==> src/design/wcs_ram.sv <==
module wcs_ram #(
   parameter int WIDTH = 8,
   parameter int DEPTH = 256
) (
   input  logic                     clock,
   input  logic                     wr_en,
   input  logic [$clog2(DEPTH)-1:0] wr_addr,
   input  logic [WIDTH-1:0]         wr_data,
   input  logic [$clog2(DEPTH)-1:0] rd_addr,
   output logic [WIDTH-1:0]         rd_data
);

   logic [WIDTH-1:0] mem_ff [DEPTH];
   logic [WIDTH-1:0] rd_data_ff;

   // read returns the old contents on a same-address write
   always_ff @(posedge clock) begin
      if (wr_en) begin
         mem_ff[wr_addr] <= wr_data;
      end
      rd_data_ff <= mem_ff[rd_addr];
   end

   assign rd_data = rd_data_ff;

endmodule

==> config.mk <==
export PLATFORM = sky130hd
export DESIGN_NAME = wcs_ram
export DESIGN_NICKNAME = d
export VERILOG_FILES = /design/src/design/wcs_ram.sv
export SDC_FILE = /design/constraint.sdc
export NUM_CORES = 2
export LEC_CHECK = 0
export BUFFER_PORTS_ARGS = -buffer_cell sky130_fd_sc_hd__buf_2
export CAP_MARGIN = 20
export CORE_UTILIZATION = 60
export DETAILED_ROUTE_END_ITERATION = 10
export PLACE_DENSITY = 0.76
export SLEW_MARGIN = 10
export SYNTH_ARGS = -nofsm -noshare
export SYNTH_HDL_FRONTEND = slang
export SYNTH_SLANG_ARGS = --single-unit
==> constraint.sdc <==
create_clock -name clock -period 2.8 [get_ports clock]
set_input_delay 0.14 -clock clock [delete_from_list [all_inputs] [get_ports clock]]
set_output_delay 0.14 -clock clock [all_outputs]
set_load 0.1 [all_outputs]
==> flow_summary.yaml <==
outcome:
  outcome: "complete, no violations"
synth:
  synth.net_count: 3759
  synth-seq-cells: 2056
  synth.avg_cell_area_um2: 21.31
  synth_edf_count: 2048
  synth_seq_area_share_pct: 77.50
  yosysWarnings: 0
  netlist_area_mm2: 0.07956
  synthesis.instances: 3733
  synthFlopType: "edfxtp_1"
  synth_cell_types: 55
  async_flop_share_pct: 0
power_and_ir_drop:
  swShare_pct: 21.23
  peakVddDrop_uv: 708.5
  leakage_nw: 29.34
  p_sw_w: 0.01342
  p_total_w: 0.06320
  clockPowerShare_pct: 40.8
  power.density_mw_per_mm2: 691.3
  comb_power_share_pct: 5.5
  p_int_w: 0.04978
  p_seq_share_pct: 53.8
floorplan:
  chipWidth_um: 366.1
  coreArea_mm2: 0.1315
  io_pins: 34
  start_util_pct: 60.52
  rows: 133
  die_y_um: 366.1
  dieArea_mm2: 0.1341
hold_path:
  min_path_type: "in2reg"
  hold_path_depth: 1
cells_and_area:
  final_cell_area_mm2: 0.09142
  fin_nets: 4270
  area_delta_synth_final_pct: 14.91
  drive_gt1_share_pct: 29.41
  final_common_cell: "edfxtp_1"
  final_cell_mix: "edfxtp_1, buf_4, mux4_2, nor2_1, clkbuf_16"
  final_core_util_pct: 69.54
placement:
  finalWeightedCongestion: 0.9190
  io_buffers: 33
  postPlaceCellArea_mm2: 0.08508
  dp_slack_ns: -0.3257
  dp_hpwl_mm: 124.0
critical_path:
  cp-start-kind: "flop"
  cp-end-kind: "flop"
  required_ns: 3.49
  critPathMaxFanout: 1
  critPathKind: "reg2reg"
  worst_r2r_path_depth: 6
  cp.arrival_ns: 3.19
timing:
  clock.fmax_mhz: 400.4
  setup_viol: 0
  report.final.slew_viol_count: 0
  fin_hold_ws_ns: 0.06384
  clock_skew_ns: 0.03029
  rsz0062_at_grt: "no"
  fin_ws_ns: 0.3022
  relSlewSlack_pct: 34.17
  period_share_pct: 89.21
  tightest_slew_ns: 0.9846
  hold_viol_final: 0
  fin_crit_ns: 2.498
routing:
  drt_iter0_drc: 5811
  viasPerCell: 6.721
  drtPass1Iterations: 6
  vias: 41427
  drt_wl_total_mm: 197.1
  wire_per_inst_um: 31.97
  drc: 0
  final_antenna_net_count: 0
clocking:
  clkTransAtPathRegs_ns: 0.06
  clock_sinks: 2056
  cts_tree: "built"
  clockBufferDepth: 3
  cts-htree-levels: 4
  numCtsBuffers: 192
  clk_latency_ns: 0.81
  root_buffer: "clkbuf_16"
grt:
  antenna_found_initial: 9
  grt_usage_pct: 29.76
  grt_pass1_wl_mm: 286.6
  grt_pass1_vias: 41355
  grt-ovfl-total: 0
  grt_max_degree: 103
flow_run:
  max_cap_viol_count: 0
## power groups by stage
stage | clock network [W] | registers [W] | logic (W)
finish | 0.0258 | 0.0340 | 0.00344
global route | 0.0271 | 0.0340 | 0.00357
CTS | 0.0260 | 0.0340 | 0.00342
detailed placement | 0 | 0.0346 | 0.00337
global placement | 0 | 0.0346 | 0.00331
floorplan | 0 | 0.0348 | 0.00165
## state kept, by name, summed over array words and instances, names as in the netlist
name     flops
rd_data      8
mem_ff    2048
## area by class of cell
type | instances | area [µm²]
well taps | 1755 | 2196
inverters | 2 | 7.507
multi-input cells | 1442 | 16490
clock buffers | 237 | 5066
flip-flops and latches | 2056 | 61660
fillers | 7675 | 40050
clock inverters | 117 | 1175
diodes | 5 | 12.51
repair buffers | 550 | 4808
## logic make-up after synthesis
family	Yosys count	synth area share [%]
and+or+nand+nor	466	2.628
buffers and inverters	235	1.831
DFF	2056	77.50
AOI/OAI and AO/OA	385	3.419
muxes	591	14.62
## stage by stage
| stage | std cells | TNS [ns] |
|---|---|---|
| after floorplan | 3733 | 0 |
| after global placement | 5796 | -1.425 |
| after detailed placement | 5797 | -0.8158 |
| after CTS | 6159 | 0 |
| after global routing | 6159 | 0 |
| final | 6164 | 0 |
## cell usage after synthesis, types with 13 or more instances
library cell,count,share of area [%]
nor2b_1,31,0.24
a211oi_1,16,0.15
o221ai_1,46,0.51
a22oi_1,133,1.3
a221oi_1,13,0.14
buf_1,22,0.10
nand3_1,34,0.21
nor4_1,24,0.19
nor3_1,22,0.14
mux2i_1,134,1.7
o22ai_1,28,0.22
buf_6,21,0.30
nor2_1,282,1.3
edfxtp_1,2048,77
buf_2,31,0.20
a21oi_1,96,0.60
clkbuf_1,111,0.52
mux4_2,454,13
buf_4,27,0.25
nand2_1,33,0.16
buf_8,13,0.25
## metal layers
metal | wire [µm] | track usage, %
met5 | 64 | 0
met4 | 7037 | 10.29
met3 | 23890 | 6.619
met2 | 95730 | 47.02
met1 | 70340 | 41.65
## critical path, cell delays in order (launching register included)
cell	delay, ns
edfxtp_1	0.37
mux4_2	0.50
mux4_2	0.48
nor2b_1	0.23
nor4_2	0.57
buf_4	0.21
nor4_1	0.04
## final timing paths
| check | startpoint | slack, ns | to |
|---|---|---|---|
| worst max-delay path | mem_ff[83][1] | 0.30 | rd_data[1] |
| worst min-delay path | wr_data[4] | 0.06 | mem_ff[82][4] |
| worst max register to register | mem_ff[83][1] | 0.30 | rd_data[1] |
| worst min register to register | mem_ff[54][4] | 1.14 | rd_data[4] |
## what timing repair did
item | CTS | global route
buffers inserted | 0 | 0
endpoints found under the setup margin | 1 | 0
resized for setup | 1 | 0
hold buffers | 8 | 0
hold endpoints to repair | 624 | 0
Note: power is estimated with default switching activity, not from simulation.
