File: config.mk
export PLATFORM = sky130hd
export DESIGN_NAME = wcs_queue
export DESIGN_NICKNAME = d
export VERILOG_FILES = /design/src/design/wcs_pkg.sv /design/src/design/wcs_queue.sv
export SDC_FILE = /design/constraint.sdc
export NUM_CORES = 1
export LEC_CHECK = 0
export BUFFER_PORTS_ARGS = -buffer_cell sky130_fd_sc_hd__buf_2
export CAP_MARGIN = 5
export CORE_MARGIN = 2
export CORE_UTILIZATION = 51
export CTS_BUF_LIST = sky130_fd_sc_hd__clkbuf_8 sky130_fd_sc_hd__clkbuf_16
export DETAILED_ROUTE_END_ITERATION = 8
export GPL_TIMING_DRIVEN = 0
export PLACE_DENSITY_LB_ADDON = 0.08
export SLEW_MARGIN = 5
export SYNTH_ARGS = -nofsm -noshare
export SYNTH_HDL_FRONTEND = slang
export SYNTH_SLANG_ARGS = --single-unit
export TNS_END_PERCENT = 20
File: constraint.sdc
create_clock -name clock -period 2.4 [get_ports clock]
set_input_delay 0.24 -clock clock [delete_from_list [all_inputs] [get_ports clock]]
set_output_delay 0.24 -clock clock [all_outputs]
set_load 0.05 [all_outputs]
File: src/design/wcs_pkg.sv
package wcs_pkg;

   // Graph size
   localparam int VERTEX_COUNT = 256;
   localparam int VTX_W        = $clog2(VERTEX_COUNT);

   // Seen-edge map: one bit per ordered pair {lo, hi}, packed into rows
   localparam int PAIR_W   = 2 * VTX_W;
   localparam int WORD_W   = (PAIR_W - 1 < 5) ? PAIR_W - 1 : 5;
   localparam int MAP_WORD = 2 ** WORD_W;
   localparam int ROW_W    = PAIR_W - WORD_W;
   localparam int MAP_ROWS = 2 ** ROW_W;

   // Clearing pass after reset covers both stores
   localparam int CLEAR_LEN = (MAP_ROWS > VERTEX_COUNT) ? MAP_ROWS : VERTEX_COUNT;
   localparam int CLR_W     = $clog2(CLEAR_LEN);

   localparam int QUEUE_DEPTH = 2;

   localparam int DEG_W   = 8;
   localparam int TOTAL_W = 23;
   localparam int SUM_W   = TOTAL_W + 1;

   localparam logic [DEG_W-1:0]   DEG_MAX   = '1;
   localparam logic [TOTAL_W-1:0] TOTAL_MAX = '1;

   // edge_status codes
   localparam logic [1:0] ST_NEW   = 2'd0;
   localparam logic [1:0] ST_SELF  = 2'd1;
   localparam logic [1:0] ST_DUP   = 2'd2;
   localparam logic [1:0] ST_RANGE = 2'd3;

   typedef struct packed {
      logic [7:0] vertex_a;
      logic [7:0] vertex_b;
   } req_type;

   typedef struct packed {
      logic [TOTAL_W-1:0] wedge_total;
      logic [1:0]         edge_status;
   } rsp_type;

   function automatic logic [DEG_W-1:0] sat_inc(input logic [DEG_W-1:0] d);
      return (d == DEG_MAX) ? d : d + 1'b1;
   endfunction

endpackage

File: src/design/wcs_queue.sv
module wcs_queue import wcs_pkg::*; (
   input  logic       clock,
   input  logic       reset,
   input  logic       push,
   input  rsp_type    push_data,
   output logic       out_valid,
   input  logic       out_ready,
   output rsp_type    out_data,
   output logic [1:0] count
);

   rsp_type    slot_ff [QUEUE_DEPTH];
   logic       wr_ptr_ff, wr_ptr_in;
   logic       rd_ptr_ff, rd_ptr_in;
   logic [1:0] count_ff, count_in;
   logic       pop;

   assign out_valid = (count_ff != 2'd0);
   assign out_data  = slot_ff[rd_ptr_ff];
   assign pop       = out_valid && out_ready;
   assign count     = count_ff;

   always_comb begin
      wr_ptr_in = push ? ~wr_ptr_ff : wr_ptr_ff;
      rd_ptr_in = pop ? ~rd_ptr_ff : rd_ptr_ff;
      count_in  = count_ff + 2'(push) - 2'(pop);
   end

   always_ff @(posedge clock) begin
      if (reset) begin
         wr_ptr_ff <= 1'b0;
         rd_ptr_ff <= 1'b0;
         count_ff  <= 2'd0;
      end else begin
         wr_ptr_ff <= wr_ptr_in;
         rd_ptr_ff <= rd_ptr_in;
         count_ff  <= count_in;
      end
   end

   always_ff @(posedge clock) begin
      if (push) begin
         slot_ff[wr_ptr_ff] <= push_data;
      end
   end

endmodule

==> results of run 1 <==
[routing by layer]
metal	up-vias	global-route usage, %	routed length [um]
met3	5	3.90	193
met5	-	0	0
li1	508	-	-
met2	33	22.7	1590
met1	500	15.8	1140
met4	0	7.50	51
[placed cells by master (no fill, tap or decap), drive strengths merged]
master / netlist / final
o21a: 1 / 1
nor2b: 3 / 3
xnor2: 1 / 1
mux2: 27 / 27
nor2: 3 / 3
ha: 2 / 2
buf: 3 / 60
xnor3: 1 / 1
or2: 1 / 1
inv: 2 / 4
edfxtp: 50 / 50
clkbuf: 0 / 5
and2: 1 / 1
dfxtp: 5 / 5
clkinv: 0 / 1
[through the flow]
step                      hold WS (ps)  power (mW)  setup slack [ps]  std cells
after floorplan                    312        1.99               530        100
after global placement             427        2.15             -80.1        206
after detailed placement           431        2.18               632        207
after CTS                          119        2.63               618        215
after global routing               109        2.73               545        215
final                              129        2.60               700        215
[kinds of logic after synthesis]
kind of cell	count (synthesis)
XOR/XNOR	2
adder cells (fa/ha/maj)	2
multiplexers	27
AO/OA/AOI/OAI	1
AND/OR/NAND/NOR	8
flip-flops	55
buffers and inverters	5
[where the power goes]
part | total, mW | internal (mW) | leakage (nW) | switching (mW)
Combinational | 0.976 | 0.344 | 0.485 | 0.632
Clock | 0.455 | 0.197 | 0.0505 | 0.258
Sequential | 1.16 | 1.13 | 0.511 | 0.0329
Total | 2.60 | 1.67 | 1.05 | 0.923
[area by class of cell]
cell class	count	area, sq um	area share [%]
plain buffers	3	33.8	1.31
inverters	2	7.51	0.292
clock inverters	3	12.5	0.487
flip-flops and latches	55	1600	62.3
repair buffers	57	295	11.5
well taps	50	62.6	2.43
multi-input cells	40	488	19.0
clock buffers	5	68.8	2.68
[flip-flops by register name, indices dropped and copies added (netlist names), named ones only]
register and count:
count 2, slot_ff 50, wr_ptr_ff 1, rd_ptr_ff 1
[path summary, 6_finish.rpt]
| kind | slack [ps] | endpoint | cells after the start | start |
|---|---|---|---|---|
| worst max register to register | 700 | slot_ff[1][18] | 1 | wr_ptr_ff |
| worst min-delay path | 130 | slot_ff[0][21] | 1 | push_data[21] |
| worst min register to register | 570 | wr_ptr_ff | 2 | wr_ptr_ff |
| worst max-delay path | 700 | slot_ff[1][18] | 1 | wr_ptr_ff |
==> flow_summary.yaml, run 1 <==
clock_network:
  cts_buffers: 5
  clk_pin_slew_ps: 90
  htreeDepth: 2
  cts_tree: "done"
  ctsResizeCount: 0
  cts_max_path_buffers: 2
  root_buffer: "clkbuf_8"
  postCtsSetupRepairBufs: 0
  holdBufCountCts: 0
  clock_sinks: 55
  clk_latency_ps: 290
drt:
  finalWirelength_um: 2970
  via_count: 1046
  ant_nets: 0
  dr.pass1.iters: 3
  vias_per_cell: 4.87
  avgRoutedWirePerCell_um: 13.8
  drt_iter0_drc: 46
  drc: 0
synth:
  ys_ff_latch: 55
  synth_area_sq_mm: 0.00213
  synth_top_area_cell: "edfxtp_1"
  yosys.cell_types.count: 14
  synthMuxAreaShare_pct: 17.8
  synth.avg_cell_area_sq_um: 21.3
  synth_compound_area_share_pct: 0.353
  syn_inst: 100
  synth_top_family_by_area: "multiplexers"
  synth_seq_area_share_pct: 75.2
  synth_nets: 131
  synthAdderAreaFrac_pct: 1.18
  synth-xor-area-share_pct: 1.47
  synth_edf_count: 50
  synth.top_cell.area_share_pct: 70.5
  ys_dominant_reg_cell: "edfxtp_1"
  yosys.cell_count.top_type: "edfxtp_1"
  synthTopCellsByArea: "edfxtp_1 71%, mux2_4 14%, dfxtp_1 4.7%"
  yosys-top-cells-count: "50 x edfxtp_1, 20 x mux2_4, 7 x mux2_1"
  ys_warn_count: 0
  async_reset_ff_share_pct: 0
  synth-simple-area-share_pct: 2.00
sta:
  setup_violations: 0
  hold_viol_final: 0
  rsz0062_at_grt: "no"
  min_period_ps: 1700
  fmax_ghz: 0.588
  fin_setup_tns_ps: 0
  slew_headroom_pct: 22.4
  worst_pin_slew_ps: 1160
  drv_slew: 0
  period_share_pct: 70.8
  clock_skew_ps: 4.87
worst_setup_path:
  worst_path_max_delay_cell: "and2_1"
  crit_type: "flop to flop"
  cp.buffers_inverters: 0
  cp_slowest_stage_delay_ps: 920
  worstPathMaxFanout: 25
  crit_family: "simple AND/OR/NAND/NOR gates"
  cp-end-kind: "flop"
  cp_cell_sequence: "and2_1"
  critPathLaunchType: "flop"
  arrival_ps: 1610
  cp.required_ps: 2310
finish:
  drive_above_1_share_pct: 52.7
  layout.nets: 195
  syn_to_final_growth_pct: 20.8
  fillers: 313
  post-route-cell-area_sq_mm: 0.00257
  num_antenna_cells: 0
  final_core_util_pct: 64.2
placement:
  place_congestion: 0.562
  placed_area_sq_mm: 0.00249
  portBuffers: 56
  dp_hpwl_um: 2150
status:
  status: "finished clean"
global_routing:
  grt_pass1_wl_um: 4450
  grt_pass1_vias: 1027
  track_usage_pct: 13.6
  antenna_found_initial: 0
  overflow: 0
  grt_max_degree: 26
floorplan:
  initial_utilization_pct: 53.2
  die_area_sq_mm: 0.00471
  ioPinCount: 57
  die_h_um: 68.6
  dieWidth_um: 68.6
  core-area_sq_mm: 0.00400
  row_count: 23
power:
  ir_worst_vdd_mv: 0.601
  leakage_nw: 1.05
  power_density_mw_per_mm2: 1010
min_path:
  hold_path_class: "primary input to flop"
flow_run:
  drv_cap: 0
(Power assumes the default switching activity.)
==> run 2: changes to the inputs <==
--- a/config.mk
+++ b/config.mk
@@ -5,6 +5,7 @@
 export SDC_FILE = /design/constraint.sdc
 export NUM_CORES = 1
 export LEC_CHECK = 0
+export ABC_AREA = 1
 export BUFFER_PORTS_ARGS = -buffer_cell sky130_fd_sc_hd__buf_2
 export CAP_MARGIN = 5
 export CORE_MARGIN = 2
==> constraint.sdc (replaced) <==
create_clock -name clock -period 1.75 [get_ports clock]
set_input_delay 0.175 -clock clock [delete_from_list [all_inputs] [get_ports clock]]
set_output_delay 0.175 -clock clock [all_outputs]
set_load 0.05 [all_outputs]
==> run 2 against run 1 <==
Net effect: core utilization increased by 0.97 points; cell count increased by 5.6%; critical path type is now flop to output pin; hold slack got worse by 71 ps; wire length increased by 7.1%; sequential power increased by 36%; synthesized cell count increased by 13%; final area increased by 2.2%; flip-flop and latch count unchanged; synthesized area increased by 0.76%; largest cell class unchanged; die area increased by 0.72%; critical path depth increased by 3.
==> flow_summary.yaml, run 2 <==
floorplan:
  dieWidth_um: 68.8
  row_count: 23
  core-area_sq_mm: 0.00403
  ioPinCount: 57
  die_area_sq_mm: 0.00474
  die_h_um: 68.8
  initial_utilization_pct: 53.2
flow_run:
  drv_cap: 0
placement:
  portBuffers: 56
  dp_hpwl_um: 2270
  place_congestion: 0.643
drt:
  ant_nets: 0
  vias_per_cell: 4.80
  via_count: 1089
  drt_iter0_drc: 65
  drc: 0
  avgRoutedWirePerCell_um: 14.0
  wl_met1_um: 1150
  finalWirelength_um: 3180
  routed-wl-met3_um: 176
  met2_length_um: 1810
  dr.pass1.iters: 4
  routed.top_layer: "met4"
worst_setup_path:
  cp-end-kind: "output pin"
  cp.required_ps: 1570
  worst_path_max_delay_cell: "dfxtp_1"
  cp_cell_sequence: "buf_6, buf_12, mux2_4, buf_2"
  arrival_ps: 1440
  worstPathMaxFanout: 10
  critPathLaunchType: "flop"
  crit_type: "flop to output pin"
  cp_slowest_stage_delay_ps: 330
sta:
  hold_viol_final: 0
  fin_setup_tns_ps: 0
  period_share_pct: 92.0
  min_period_ps: 1610
  slew_headroom_pct: 30.0
  worst_pin_slew_ps: 1050
  rsz0062_at_grt: "no"
  fmax_ghz: 0.621
  clock_skew_ps: 5.97
  drv_slew: 0
  hold_ws_ps: 57.4
  setup_violations: 0
clock_network:
  clk_latency_ps: 300
  htreeDepth: 2
  postCtsSetupRepairBufs: 0
  root_buffer: "clkbuf_8"
  cts_max_path_buffers: 2
  cts_tree: "done"
  clock_sinks: 55
  clk_pin_slew_ps: 90
  ctsResizeCount: 0
  cts_buffers: 5
  holdBufCountCts: 0
synth:
  yosys.cell_types.count: 13
  synth.top_cell.area_share_pct: 70.0
  async_reset_ff_share_pct: 0
  synth_edf_count: 50
  ys_dominant_reg_cell: "edfxtp_1"
  synth.avg_cell_area_sq_um: 19.0
  synthTopCellsByArea: "edfxtp_1 70%, mux2_4 14%, dfxtp_1 4.7%"
  yosys.cell_count.top_type: "edfxtp_1"
  synth_top_area_cell: "edfxtp_1"
  synth_seq_area_share_pct: 74.7
  ys_ff_latch: 55
  yosys-top-cells-count: "50 x edfxtp_1, 20 x mux2_4, 9 x inv_1, 9 x nor2_1, 6 x nand2_1"
  ys_warn_count: 0
  synth_nets: 144
  synth_area_sq_mm: 0.00214
  syn_inst: 113
finish:
  num_antenna_cells: 0
  drive_above_1_share_pct: 52.0
  fillers: 324
  layout.nets: 207
  regMostFlops: "slot_ff"
  syn_to_final_growth_pct: 22.5
  mostFrequentLayoutCells: "56 x buf_2, 50 x edfxtp_1, 20 x mux2_4, 10 x inv_1, 8 x nor2_1"
  multi_input_comb_area_sq_um: 465
  regArea_sq_mm: 0.00160
  final_common_cell: "buf_2"
  largest_reg_flops: 50
power:
  power_density_mw_per_mm2: 1450
  ir_worst_vdd_mv: 1.00
  leakage_nw: 1.09
min_path:
  hold_path_class: "primary input to flop"
global_routing:
  overflow: 0
  grt_pass1_vias: 1094
  track_usage_pct: 14.7
  grt_max_degree: 27
  grt_pass1_wl_um: 4710
  antenna_found_initial: 0
status:
  status: "finished clean"
==> run 2: worst max-delay path, delay by kind of cell, from the launching register on <==
kind,cells,cell delay [ps]
buf+inv,3,500
mux,1,310
flops,1,330
==> run 2: layout make-up <==
class | count | share of cell area, %
repair buffers | 56 | 10.7
well taps | 50 | 2.38
multi-input cells | 46 | 17.7
clock buffers | 5 | 2.62
clock inverters | 3 | 2.43
flip-flops and latches | 55 | 61.0
inverters | 9 | 1.29
plain buffers | 3 | 1.95
==> run 2: routing by layer <==
| layer | global-route usage [%] | up-vias |
|---|---|---|
| met5 | 0 | - |
| met4 | 8.82 | 0 |
| met3 | 3.90 | 5 |
| met2 | 26.8 | 37 |
| met1 | 14.8 | 513 |
| li1 | - | 534 |
==> run 2: final timing paths <==
| check | slack, ps | endpoint | start | cells after the start |
|---|---|---|---|---|
| worst max-delay path | 140 | out_data[10] | flop | 4 |
| worst min-delay path | 60 | slot_ff[1][15] | push_data[15] | 1 |
| worst max register to register | 150 | slot_ff[1][8] | wr_ptr_ff | 2 |
| worst min register to register | 530 | flop | rd_ptr_ff | 2 |
==> run 2: report_power, final <==
part	leakage [nW]	internal [mW]	switching, mW
clock	0.0695	0.565	0.362
sequential	0.511	1.54	0.0410
combinational	0.509	0.444	0.869
==> run 2: cells by family after synthesis <==
family / share of synthesized area, %
compound gates: 0.233
fa+ha+maj: 1.17
buf+inv: 3.97
flops: 74.7
mux: 16.6
simple gates: 3.33
==> run 2: stage by stage <==
step / cells / power, mW / utilization, % / cell area [sq um] / setup slack [ps]
after floorplan: 113 / 2.69 / - / 2150 / 73.0
after global placement: 219 / 2.90 / 61.8 / 2490 / 43.3
after detailed placement: 219 / 2.94 / 61.8 / 2490 / 20.4
after CTS: 227 / 3.87 / 65.1 / 2620 / 10.8
after global routing: 227 / 4.01 / 65.2 / 2630 / 29.8
final: 227 / 3.82 / 65.2 / 2630 / 140
